[config.mk]
export PLATFORM = sky130hd
export DESIGN_NAME = tangent_taylor_series
export DESIGN_NICKNAME = d
export VERILOG_FILES = /design/src/design/ttay_pkg.sv /design/src/design/ttay_seq.sv /design/src/design/ttay_dp.sv /design/src/design/tangent_taylor_series.sv
export VERILOG_INCLUDE_DIRS = /design/src /design/src/design
export SDC_FILE = /design/constraint.sdc
export NUM_CORES = 2
export LEC_CHECK = 0
export BUFFER_PORTS_ARGS = -buffer_cell sky130_fd_sc_hd__buf_2
export CAP_MARGIN = 20
export CORE_MARGIN = 3
export CORE_UTILIZATION = 45
export CTS_CLUSTER_DIAMETER = 50
export DETAILED_ROUTE_END_ITERATION = 8
export SETUP_SLACK_MARGIN = 0.15
export SLEW_MARGIN = 20
export SYNTH_ARGS = -nofsm -noshare
export SYNTH_HDL_FRONTEND = slang
export SYNTH_SLANG_ARGS = --single-unit
[constraint.sdc]
create_clock -name clk -period 24.1 [get_ports clk]
set_input_delay 6.025 -clock clk [delete_from_list [all_inputs] [get_ports clk]]
set_output_delay 6.025 -clock clk [all_outputs]
set_load 0.05 [all_outputs]
[src/design/tangent_taylor_series_defines.svh]
// Assertion macros shared by the tangent series design.
`ifndef TANGENT_TAYLOR_SERIES_DEFINES_SVH
`define TANGENT_TAYLOR_SERIES_DEFINES_SVH

`ifndef SYNTHESIS

`define TTAY_ASSERT_NOW(label, clk, rst_n, ante, cons) \
    label: assert property (@(posedge clk) disable iff (!rst_n) (ante) |-> (cons)) \
        else $error("tangent series check failed");

`define TTAY_ASSERT_NEXT(label, clk, rst_n, ante, cons) \
    label: assert property (@(posedge clk) disable iff (!rst_n) (ante) |=> (cons)) \
        else $error("tangent series check failed");

`else

`define TTAY_ASSERT_NOW(label, clk, rst_n, ante, cons)

`define TTAY_ASSERT_NEXT(label, clk, rst_n, ante, cons)

`endif

`endif

[src/design/ttay_pkg.sv]
// Types, control word layout and coefficient table for the tangent series block.
package ttay_pkg;

    localparam int ROM_SIZE = 13;
    localparam int PC_W     = 4;
    localparam int TERM_W   = 4;
    localparam int ANGLE_W  = 32;
    localparam int OUT_W    = 48;

    localparam logic [OUT_W-1:0] LIMIT_POS = 48'h7FFF_FFFF_FFFF;
    localparam logic [OUT_W-1:0] LIMIT_NEG = 48'h8000_0000_0000;

    typedef logic [PC_W-1:0] pc_t;

    // Microprogram entry points.
    localparam pc_t PC_START = 4'd0;
    localparam pc_t PC_TERM  = 4'd2;
    localparam pc_t PC_POWER = 4'd8;
    localparam pc_t PC_FIN   = 4'd14;

    typedef enum logic [1:0] {
        MA_NONE,
        MA_MAG,
        MA_PLO,
        MA_PHI
    } mul_a_t;

    typedef enum logic [2:0] {
        MB_NONE,
        MB_MAG,
        MB_CLO,
        MB_CHI,
        MB_XLO,
        MB_XHI
    } mul_b_t;

    typedef enum logic [1:0] {
        ACC_NONE,
        ACC_LOAD,
        ACC_ADD32,
        ACC_ADD64
    } acc_op_t;

    typedef enum logic [2:0] {
        OP_NONE,
        OP_X2,
        OP_TERM,
        OP_POWER,
        OP_DONE
    } dp_op_t;

    typedef enum logic [1:0] {
        J_NEXT,
        J_IF_NZERO,
        J_IF_END,
        J_IF_NOVER
    } jmp_t;

    typedef struct packed {
        mul_a_t  mul_a;
        mul_b_t  mul_b;
        acc_op_t acc_op;
        dp_op_t  dp_op;
        jmp_t    jmp;
        pc_t     target;
    } ctrl_t;

    typedef struct packed {
        logic n_zero;
        logic last_term;
        logic over;
    } stat_t;

    localparam ctrl_t CTRL_NOP = '{MA_NONE, MB_NONE, ACC_NONE, OP_NONE, J_NEXT, PC_START};

    // Rounded num * 2^62 / den by restoring division; used on constants only.
    function automatic logic [63:0] coef_q62(input logic [63:0] num, input logic [63:0] den);
        logic [65:0] q;
        logic [64:0] r;
        q = (num == den) ? 66'd1 : 66'd0;
        r = (num == den) ? 65'd0 : {1'b0, num};
        for (int b = 0; b < 63; b++) begin
            r = r << 1;
            q = q << 1;
            if (r >= {1'b0, den}) begin
                r = r - {1'b0, den};
                q[0] = 1'b1;
            end
        end
        q = q + 66'd1;
        return q[64:1];
    endfunction

    localparam logic [63:0] COEF_ROM [ROM_SIZE] = '{
        coef_q62(64'd1, 64'd1),
        coef_q62(64'd1, 64'd3),
        coef_q62(64'd2, 64'd15),
        coef_q62(64'd17, 64'd315),
        coef_q62(64'd62, 64'd2835),
        coef_q62(64'd1382, 64'd155925),
        coef_q62(64'd21844, 64'd6081075),
        coef_q62(64'd929569, 64'd638512875),
        coef_q62(64'd6404582, 64'd10854718875),
        coef_q62(64'd443861162, 64'd1856156927625),
        coef_q62(64'd18888466084, 64'd194896477400625),
        coef_q62(64'd113927491862, 64'd49308808782358125),
        coef_q62(64'd58870668456604, 64'd3698160658676859375)
    };

endpackage

[src/design/ttay_seq.sv]
// Microcode sequencer: step counter, control store and conditional jumps.
module ttay_seq (
    input  logic             clk,
    input  logic             rst_n,
    input  logic             start,
    input  logic             hold,
    input  ttay_pkg::stat_t  stat,
    output ttay_pkg::ctrl_t  cw,
    output logic             busy,
    output logic             done
);
    import ttay_pkg::*;

    pc_t  pc_reg;
    pc_t  pc_next;
    logic busy_reg;
    logic busy_next;
    logic take;

    // Each term is four partial products of p by the coefficient, then a check
    // and add; each power update is four partial products of p by x squared.
    function automatic ctrl_t micro_rom(input pc_t pc);
        ctrl_t c;
        c = CTRL_NOP;
        case (pc)
            4'd0:  c = '{MA_MAG, MB_MAG, ACC_NONE,  OP_NONE,  J_IF_NZERO, PC_FIN};
            4'd1:  c = '{MA_NONE, MB_NONE, ACC_NONE, OP_X2,   J_NEXT,     PC_START};
            4'd2:  c = '{MA_PLO, MB_CLO, ACC_NONE,  OP_NONE,  J_NEXT,     PC_START};
            4'd3:  c = '{MA_PLO, MB_CHI, ACC_LOAD,  OP_NONE,  J_NEXT,     PC_START};
            4'd4:  c = '{MA_PHI, MB_CLO, ACC_ADD32, OP_NONE,  J_NEXT,     PC_START};
            4'd5:  c = '{MA_PHI, MB_CHI, ACC_ADD32, OP_NONE,  J_NEXT,     PC_START};
            4'd6:  c = '{MA_NONE, MB_NONE, ACC_ADD64, OP_NONE, J_NEXT,    PC_START};
            4'd7:  c = '{MA_NONE, MB_NONE, ACC_NONE, OP_TERM, J_IF_END,   PC_FIN};
            4'd8:  c = '{MA_PLO, MB_XLO, ACC_NONE,  OP_NONE,  J_NEXT,     PC_START};
            4'd9:  c = '{MA_PLO, MB_XHI, ACC_LOAD,  OP_NONE,  J_NEXT,     PC_START};
            4'd10: c = '{MA_PHI, MB_XLO, ACC_ADD32, OP_NONE,  J_NEXT,     PC_START};
            4'd11: c = '{MA_PHI, MB_XHI, ACC_ADD32, OP_NONE,  J_NEXT,     PC_START};
            4'd12: c = '{MA_NONE, MB_NONE, ACC_ADD64, OP_NONE, J_NEXT,    PC_START};
            4'd13: c = '{MA_NONE, MB_NONE, ACC_NONE, OP_POWER, J_IF_NOVER, PC_TERM};
            4'd14: c = '{MA_NONE, MB_NONE, ACC_NONE, OP_DONE, J_NEXT,     PC_START};
            default: c = CTRL_NOP;
        endcase
        return c;
    endfunction

    assign cw   = busy_reg ? micro_rom(pc_reg) : CTRL_NOP;
    assign busy = busy_reg;
    assign done = busy_reg && (cw.dp_op == OP_DONE) && !hold;

    always_comb
    begin
        case (cw.jmp)
            J_NEXT:     take = 1'b0;
            J_IF_NZERO: take = stat.n_zero;
            J_IF_END:   take = stat.over || stat.last_term;
            J_IF_NOVER: take = !stat.over;
            default:    take = 1'b0;
        endcase

        pc_next   = pc_reg;
        busy_next = busy_reg;
        if (start)
        begin
            pc_next   = PC_START;
            busy_next = 1'b1;
        end
        else if (busy_reg)
        begin
            if (cw.dp_op == OP_DONE)
            begin
                if (!hold)
                begin
                    pc_next   = PC_START;
                    busy_next = 1'b0;
                end
            end
            else if (take)
            begin
                pc_next = cw.target;
            end
            else
            begin
                pc_next = pc_reg + 4'd1;
            end
        end
    end

    always_ff @(posedge clk or negedge rst_n)
    begin
        if (!rst_n)
        begin
            pc_reg   <= PC_START;
            busy_reg <= 1'b0;
        end
        else
        begin
            pc_reg   <= pc_next;
            busy_reg <= busy_next;
        end
    end

endmodule

[src/design/ttay_dp.sv]
// Datapath: shared 32x32 multiplier, 128-bit accumulator, power and sum registers.
module ttay_dp #(
    parameter int MAX_TERMS = 13
) (
    input  logic                           clk,
    input  logic                           start,
    input  logic [ttay_pkg::ANGLE_W-1:0]   angle,
    input  logic [ttay_pkg::TERM_W-1:0]    term_count,
    input  ttay_pkg::ctrl_t                cw,
    output ttay_pkg::stat_t                stat,
    output logic [ttay_pkg::OUT_W-1:0]     tangent,
    output logic                           saturated
);
    import ttay_pkg::*;

    logic [ANGLE_W-1:0] mag_reg,  mag_next;
    logic               neg_reg,  neg_next;
    logic [TERM_W-1:0]  n_reg,    n_next;
    logic [TERM_W-1:0]  k_reg,    k_next;
    logic [63:0]        p_reg,    p_next;
    logic [63:0]        x2_reg,   x2_next;
    logic [63:0]        prod_reg, prod_next;
    logic [127:0]       acc_reg,  acc_next;
    logic [OUT_W-1:0]   sum_reg,  sum_next;
    logic               sat_reg,  sat_next;

    logic [31:0]        op_a;
    logic [31:0]        op_b;
    logic [63:0]        coef;
    logic [OUT_W-1:0]   limit;
    logic [OUT_W:0]     sum_ext;
    logic               over_term;
    logic               over_pow;
    logic [OUT_W-1:0]   final_mag;
    logic [ANGLE_W-1:0] angle_mag;
    logic [TERM_W-1:0]  n_clamp;

    assign coef  = (k_reg < TERM_W'(ROM_SIZE)) ? COEF_ROM[k_reg] : 64'd0;
    assign limit = neg_reg ? LIMIT_NEG : LIMIT_POS;

    always_comb
    begin
        case (cw.mul_a)
            MA_MAG:  op_a = mag_reg;
            MA_PLO:  op_a = p_reg[31:0];
            MA_PHI:  op_a = p_reg[63:32];
            default: op_a = 32'd0;
        endcase
        case (cw.mul_b)
            MB_MAG:  op_b = mag_reg;
            MB_CLO:  op_b = coef[31:0];
            MB_CHI:  op_b = coef[63:32];
            MB_XLO:  op_b = x2_reg[31:0];
            MB_XHI:  op_b = x2_reg[63:32];
            default: op_b = 32'd0;
        endcase
    end

    // The term is acc[127:62]; the sum bound also covers a term above the limit.
    assign sum_ext   = {1'b0, sum_reg} + {1'b0, acc_reg[109:62]};
    assign over_term = (|acc_reg[127:110]) || (sum_ext > {1'b0, limit});
    assign over_pow  = |acc_reg[127:122];

    assign stat.n_zero    = (n_reg == '0);
    assign stat.last_term = ((k_reg + 4'd1) == n_reg);
    assign stat.over      = (cw.dp_op == OP_POWER) ? over_pow : over_term;

    assign final_mag = sat_reg ? limit : sum_reg;
    assign tangent   = neg_reg ? (~final_mag + 48'd1) : final_mag;
    assign saturated = sat_reg;

    assign angle_mag = angle[ANGLE_W-1] ? (~angle + 32'd1) : angle;
    assign n_clamp   = (term_count > TERM_W'(MAX_TERMS)) ? TERM_W'(MAX_TERMS) : term_count;

    always_comb
    begin
        mag_next  = mag_reg;
        neg_next  = neg_reg;
        n_next    = n_reg;
        k_next    = k_reg;
        p_next    = p_reg;
        x2_next   = x2_reg;
        prod_next = op_a * op_b;
        acc_next  = acc_reg;
        sum_next  = sum_reg;
        sat_next  = sat_reg;

        case (cw.acc_op)
            ACC_LOAD:  acc_next = {64'd0, prod_reg};
            ACC_ADD32: acc_next = acc_reg + {32'd0, prod_reg, 32'd0};
            ACC_ADD64: acc_next = acc_reg + {prod_reg, 64'd0};
            default:   acc_next = acc_reg;
        endcase

        case (cw.dp_op)
            OP_X2:
            begin
                x2_next = prod_reg;
            end
            OP_TERM:
            begin
                if (over_term)
                begin
                    sat_next = 1'b1;
                end
                else
                begin
                    sum_next = sum_ext[OUT_W-1:0];
                    k_next   = k_reg + 4'd1;
                end
            end
            OP_POWER:
            begin
                // A power past Q32.32 already saturates the next term.
                if (over_pow)
                    sat_next = 1'b1;
                else
                    p_next = acc_reg[121:58];
            end
            default:
            begin
            end
        endcase

        if (start)
        begin
            mag_next = angle_mag;
            neg_next = angle[ANGLE_W-1];
            n_next   = n_clamp;
            k_next   = '0;
            p_next   = {29'd0, angle_mag, 3'd0};
            sum_next = '0;
            sat_next = 1'b0;
        end
    end

    always_ff @(posedge clk)
    begin
        mag_reg  <= mag_next;
        neg_reg  <= neg_next;
        n_reg    <= n_next;
        k_reg    <= k_next;
        p_reg    <= p_next;
        x2_reg   <= x2_next;
        prod_reg <= prod_next;
        acc_reg  <= acc_next;
        sum_reg  <= sum_next;
        sat_reg  <= sat_next;
    end

endmodule

[src/design/tangent_taylor_series.sv]
// The series sums n terms (n clamped to MAX_TERMS, 13 by default) and ends early when saturation
// is found; n = 0 skips straight to the result. An item is taken only while the sequencer is idle.
// Each term is four 32x32 partial products on the one shared multiplier, an accumulate step and
// a check step, and each power update takes another six steps.
// A finished result waits in the output register while the next item is accepted.
// Reset (rst_n low, asynchronous) idles the sequencer and empties the output register.
`include "tangent_taylor_series_defines.svh"

module tangent_taylor_series #(
    parameter int MAX_TERMS = 13
) (
    input  logic        clk,
    input  logic        rst_n,
    input  logic        s_tvalid,
    output logic        s_tready,
    input  logic [39:0] s_tdata,    // angle [31:0], term_count [35:32], zero [39:36]
    output logic        m_tvalid,
    input  logic        m_tready,
    output logic [55:0] m_tdata     // tangent [47:0], saturated [48], zero [55:49]
);
    import ttay_pkg::*;

    ctrl_t            cw;
    stat_t            stat;
    logic             busy;
    logic             done;
    logic             start;
    logic             hold;
    logic [OUT_W-1:0] tangent;
    logic             saturated;

    logic             m_tvalid_reg, m_tvalid_next;
    logic [55:0]      m_tdata_reg,  m_tdata_next;

    assign s_tready = !busy;
    assign start    = s_tvalid && s_tready;
    assign hold     = m_tvalid_reg && !m_tready;

    ttay_seq u_seq (
        .clk   (clk),
        .rst_n (rst_n),
        .start (start),
        .hold  (hold),
        .stat  (stat),
        .cw    (cw),
        .busy  (busy),
        .done  (done)
    );

    ttay_dp #(
        .MAX_TERMS (MAX_TERMS)
    ) u_dp (
        .clk        (clk),
        .start      (start),
        .angle      (s_tdata[31:0]),
        .term_count (s_tdata[35:32]),
        .cw         (cw),
        .stat       (stat),
        .tangent    (tangent),
        .saturated  (saturated)
    );

    always_comb
    begin
        m_tvalid_next = m_tvalid_reg;
        m_tdata_next  = m_tdata_reg;
        if (done)
        begin
            m_tvalid_next = 1'b1;
            m_tdata_next  = {7'd0, saturated, tangent};
        end
        else if (m_tready)
        begin
            m_tvalid_next = 1'b0;
        end
    end

    always_ff @(posedge clk or negedge rst_n)
    begin
        if (!rst_n)
            m_tvalid_reg <= 1'b0;
        else
            m_tvalid_reg <= m_tvalid_next;
    end

    always_ff @(posedge clk)
    begin
        m_tdata_reg <= m_tdata_next;
    end

    assign m_tvalid = m_tvalid_reg;
    assign m_tdata  = m_tdata_reg;

    `TTAY_ASSERT_NEXT(a_start_busy, clk, rst_n, start, busy && !s_tready)
    `TTAY_ASSERT_NOW(a_done_slot_free, clk, rst_n, done, !hold)
    `TTAY_ASSERT_NEXT(a_done_valid, clk, rst_n, done, m_tvalid)
    `TTAY_ASSERT_NOW(a_sat_limit, clk, rst_n, m_tvalid && m_tdata[48],
                     m_tdata[47:0] == LIMIT_POS || m_tdata[47:0] == LIMIT_NEG)

endmodule
==> summary.md <==
| Metric | Value |
|---|---|
| Post-DP HPWL | `178 mm` |
| Drt wl/cell | `25.3 µm` |
| Sequential share of the synthesized area | `18.2%` |
| Placed cells | `8,961` |
| Measured slew at the worst slew-check pin | `1230 ps` |
| Global route overflow | `0` |
| Hold Fails Final Rpt | `0` |
| Final Non-Filler Cells | `9,085` |
| Crit path top cell by count | `fa_1` |
| Layout cells sized above 1 | `5.63%` |
| Die height | `381 µm` |
| Worst-Skew Late Latency | `670 ps` |
| Failing checks | `design-rule violations` |
| WP data required | `24,630 ps` |
| Starting DRC count in detailed routing | `5,517` |
| Hold Path Cell Cnt | `2` |
| Max H-tree Level | `2` |
| Max stage delay on crit path | `770 ps` |
| # IOs | `102` |
| Crit Path Max Fanout | `16` |
| Vias per inst | `5.93` |
| Max-Cap Viols | `0` |
| Final-stage net count | `8,612` |
| Xor and xnor area share after synthesis | `4.03%` |
| Max FFs per register | `96` |
| Slew HR | `17.2%` |
| Most common cell in the netlist | `inv_1` |
| Core ar. | `139,000 µm²` |
| Post-Route WL | `230 mm` |
| Netlist cell types | `84` |
| Clock sinks | `433` |
| Buffers on Ports | `90` |
| Storage cell area | `11,500 µm²` |
| Total number of vias | `53,900` |
| Synth top area cells | `fa_1, edfxtp_1, ha_1, inv_1, nand2_1` |
| Fin Setup TNS | `0 ps` |
| Reg2reg setup slack | `11,590 ps` |
| Initial antenna violation count | `14` |
| Router iterations before antenna repair | `9` |
| Final setup violation count | `0` |
| Inserted Clock Buffers | `60` |
| Synth area leader | `fa_1` |
| Register bit total from synthesis | `433` |
| Period minus WS final | `12,510 ps` |
| Area growth, synth to finish | `7.41%` |
| Worst Clk Skew | `37.9 ps` |
| Period utilisation layout | `51.9%` |
| Fmax | `80.0 MHz` |
| Top_reg_cell synth | `edfxtp_1` |
| Critical Path AT | `13,040 ps` |
| Clk slew on worst S/H paths | `70 ps` |
| Drc violations | `11` |
| Filler cells | `13,500` |
| Largest net degree at the start of global routing | `81` |
| Final Core Density | `49.0%` |
| Post-CTS Resized | `0` |
| Vias in the first global route | `52,700` |
| Synth Area in Compound Gates | `14.6%` |
| Post-synthesis adder-cell area fraction | `38.6%` |
| Reg2reg start | `u_seq.pc_reg[0]` |
| Initial Util | `45.6%` |
| Critical Path Source Type | `flop` |
| Standard-cell rows | `136` |
| Mux cell area share after synthesis | `1.22%` |
| RSZ-0062 raised after global routing | `no` |
| Area share of the largest cell type after synthesis | `28.5%` |
| DIE AREA | `145,000 µm²` |
| Worst r2r dst | `u_dp.prod_reg[56]` |
| CTS tree | `done` |
| Post-DRT Antenna Nets | `0` |
| Clock Tree Buf Depth | `3` |
| CTS root buffer | `clkbuf_16` |
| Post-CTS setup buffers | `0` |
| Worst Hold Class | `reg -> reg` |
| Max-slew violations | `0` |
| Worst R2R Path Depth | `34` |
| Main combinational cell family by area after synthesis | `adder cells` |
| Slowest CP cell | `nand3_1` |
| Commonest cells post-synth | `inv_1, fa_1, nand2_1, nor2_1, ha_1` |
| Status | `complete, but fails checks` |
| Chip Width | `381 µm` |
| Mapped Area | `63,200 µm²` |
| Crit. End Element | `flop` |
| CP Class | `reg -> reg` |
| Total GRT Usage | `31.3%` |
| First-pass GRT wire length | `340 mm` |
| Gpl congestion | `0.968` |
| Min-Delay Endpoint | `u_dp.p_reg[0]` |
| Ys async rst share | `1.39%` |
| Cells after Synth | `7,247` |
| Simple-Gate Fraction of Synth Area | `14.7%` |
| Post-cts hold buffer count | `0` |
| Syn avg cell area | `8.72 µm²` |
| Worst Hold Launch | `u_dp.p_reg[0]` |
| Area of the multi-input gates | `46,500 µm²` |
| Yosys warning total | `0` |
| EDFF count, synth | `278` |
==> stage by stage <==
| stage | hold slack (ps) | setup slack (ps) | area, µm² |
|---|---|---|---|
| 3_5_place_dp | 454 | 11880 | 65800 |
| 4_1_cts | 460 | 11820 | 67800 |
| 5_1_grt | 478 | 11230 | 67800 |
| 2_1_floorplan | 435 | 13980 | 63200 |
| 6_report | 464 | 11590 | 67900 |
| 3_3_place_gp | 445 | 11940 | 65800 |
==> area by class of cell <==
cell class                 count  area share [%]
inverter                    1074            5.94
clock inverter                36           0.533
timing repair buffer         231            2.22
clock buffer                  78            2.45
sequential                   433            16.9
multi-input combinational   5360            68.5
tap                         1863            3.43
antenna                       10          0.0369
==> critical path, delay by kind of cell (launching register included) <==
family / cells / cell delay (ps)
simple gates: 14 / 4670
fa+ha+maj: 10 / 4710
flops: 1 / 530
compound gates: 5 / 1670
buf+inv: 5 / 720
==> per-layer routing <==
metal	GRT usage [%]	wire length (µm)	vias up
li1	-	-	23700
met1	43.4	96900	27300
met2	47.5	99700	2450
met3	7.39	22600	469
met4	12.2	10600	8
met5	0	64	-
==> how the worst max path moves through the flow <==
| stage | start | slack, ps | cells after the start | end |
|---|---|---|---|---|
| after CTS | u_seq.pc_reg[0] | 11820 | 34 | u_dp.prod_reg[56] |
| after floorplan | u_seq.pc_reg[0] | 13980 | 37 | u_dp.prod_reg[56] |
| after global routing | u_seq.pc_reg[0] | 11230 | 34 | u_dp.prod_reg[56] |
| after global placement | u_seq.pc_reg[0] | 11940 | 34 | u_dp.prod_reg[56] |
| final | u_seq.pc_reg[0] | 11590 | 34 | u_dp.prod_reg[56] |
| after detailed placement | u_seq.pc_reg[0] | 11880 | 34 | u_dp.prod_reg[56] |
==> kinds of logic (layout without fill, tap and decap cells) <==
group / Yosys count / count (layout)
simple gates: 2159 / 2159
buf+inv: 1460 / 1419
compound gates: 1418 / 1418
fa+ha+maj: 1408 / 1408
flops: 433 / 433
xor+xnor: 291 / 291
mux: 77 / 77
other cells: 1 / 17
==> cells in the final DEF (no fill, tap or decap), types with 68 or more instances in the layout <==
cell,count
fa_1,899
xor2_1,97
mux2i_1,77
nand2_1,858
nand3_1,94
nor2_1,785
buf_2,90
edfxtp_1,278
a22o_1,68
dfxtp_1,148
a21o_1,159
ha_1,508
a21oi_1,365
o21ai_0,274
inv_1,1068
buf_4,141
xnor2_1,194
o21a_1,73
Power is not shown: default switching activity piles up to over one toggle a cycle in this logic, so the estimate is an artifact.
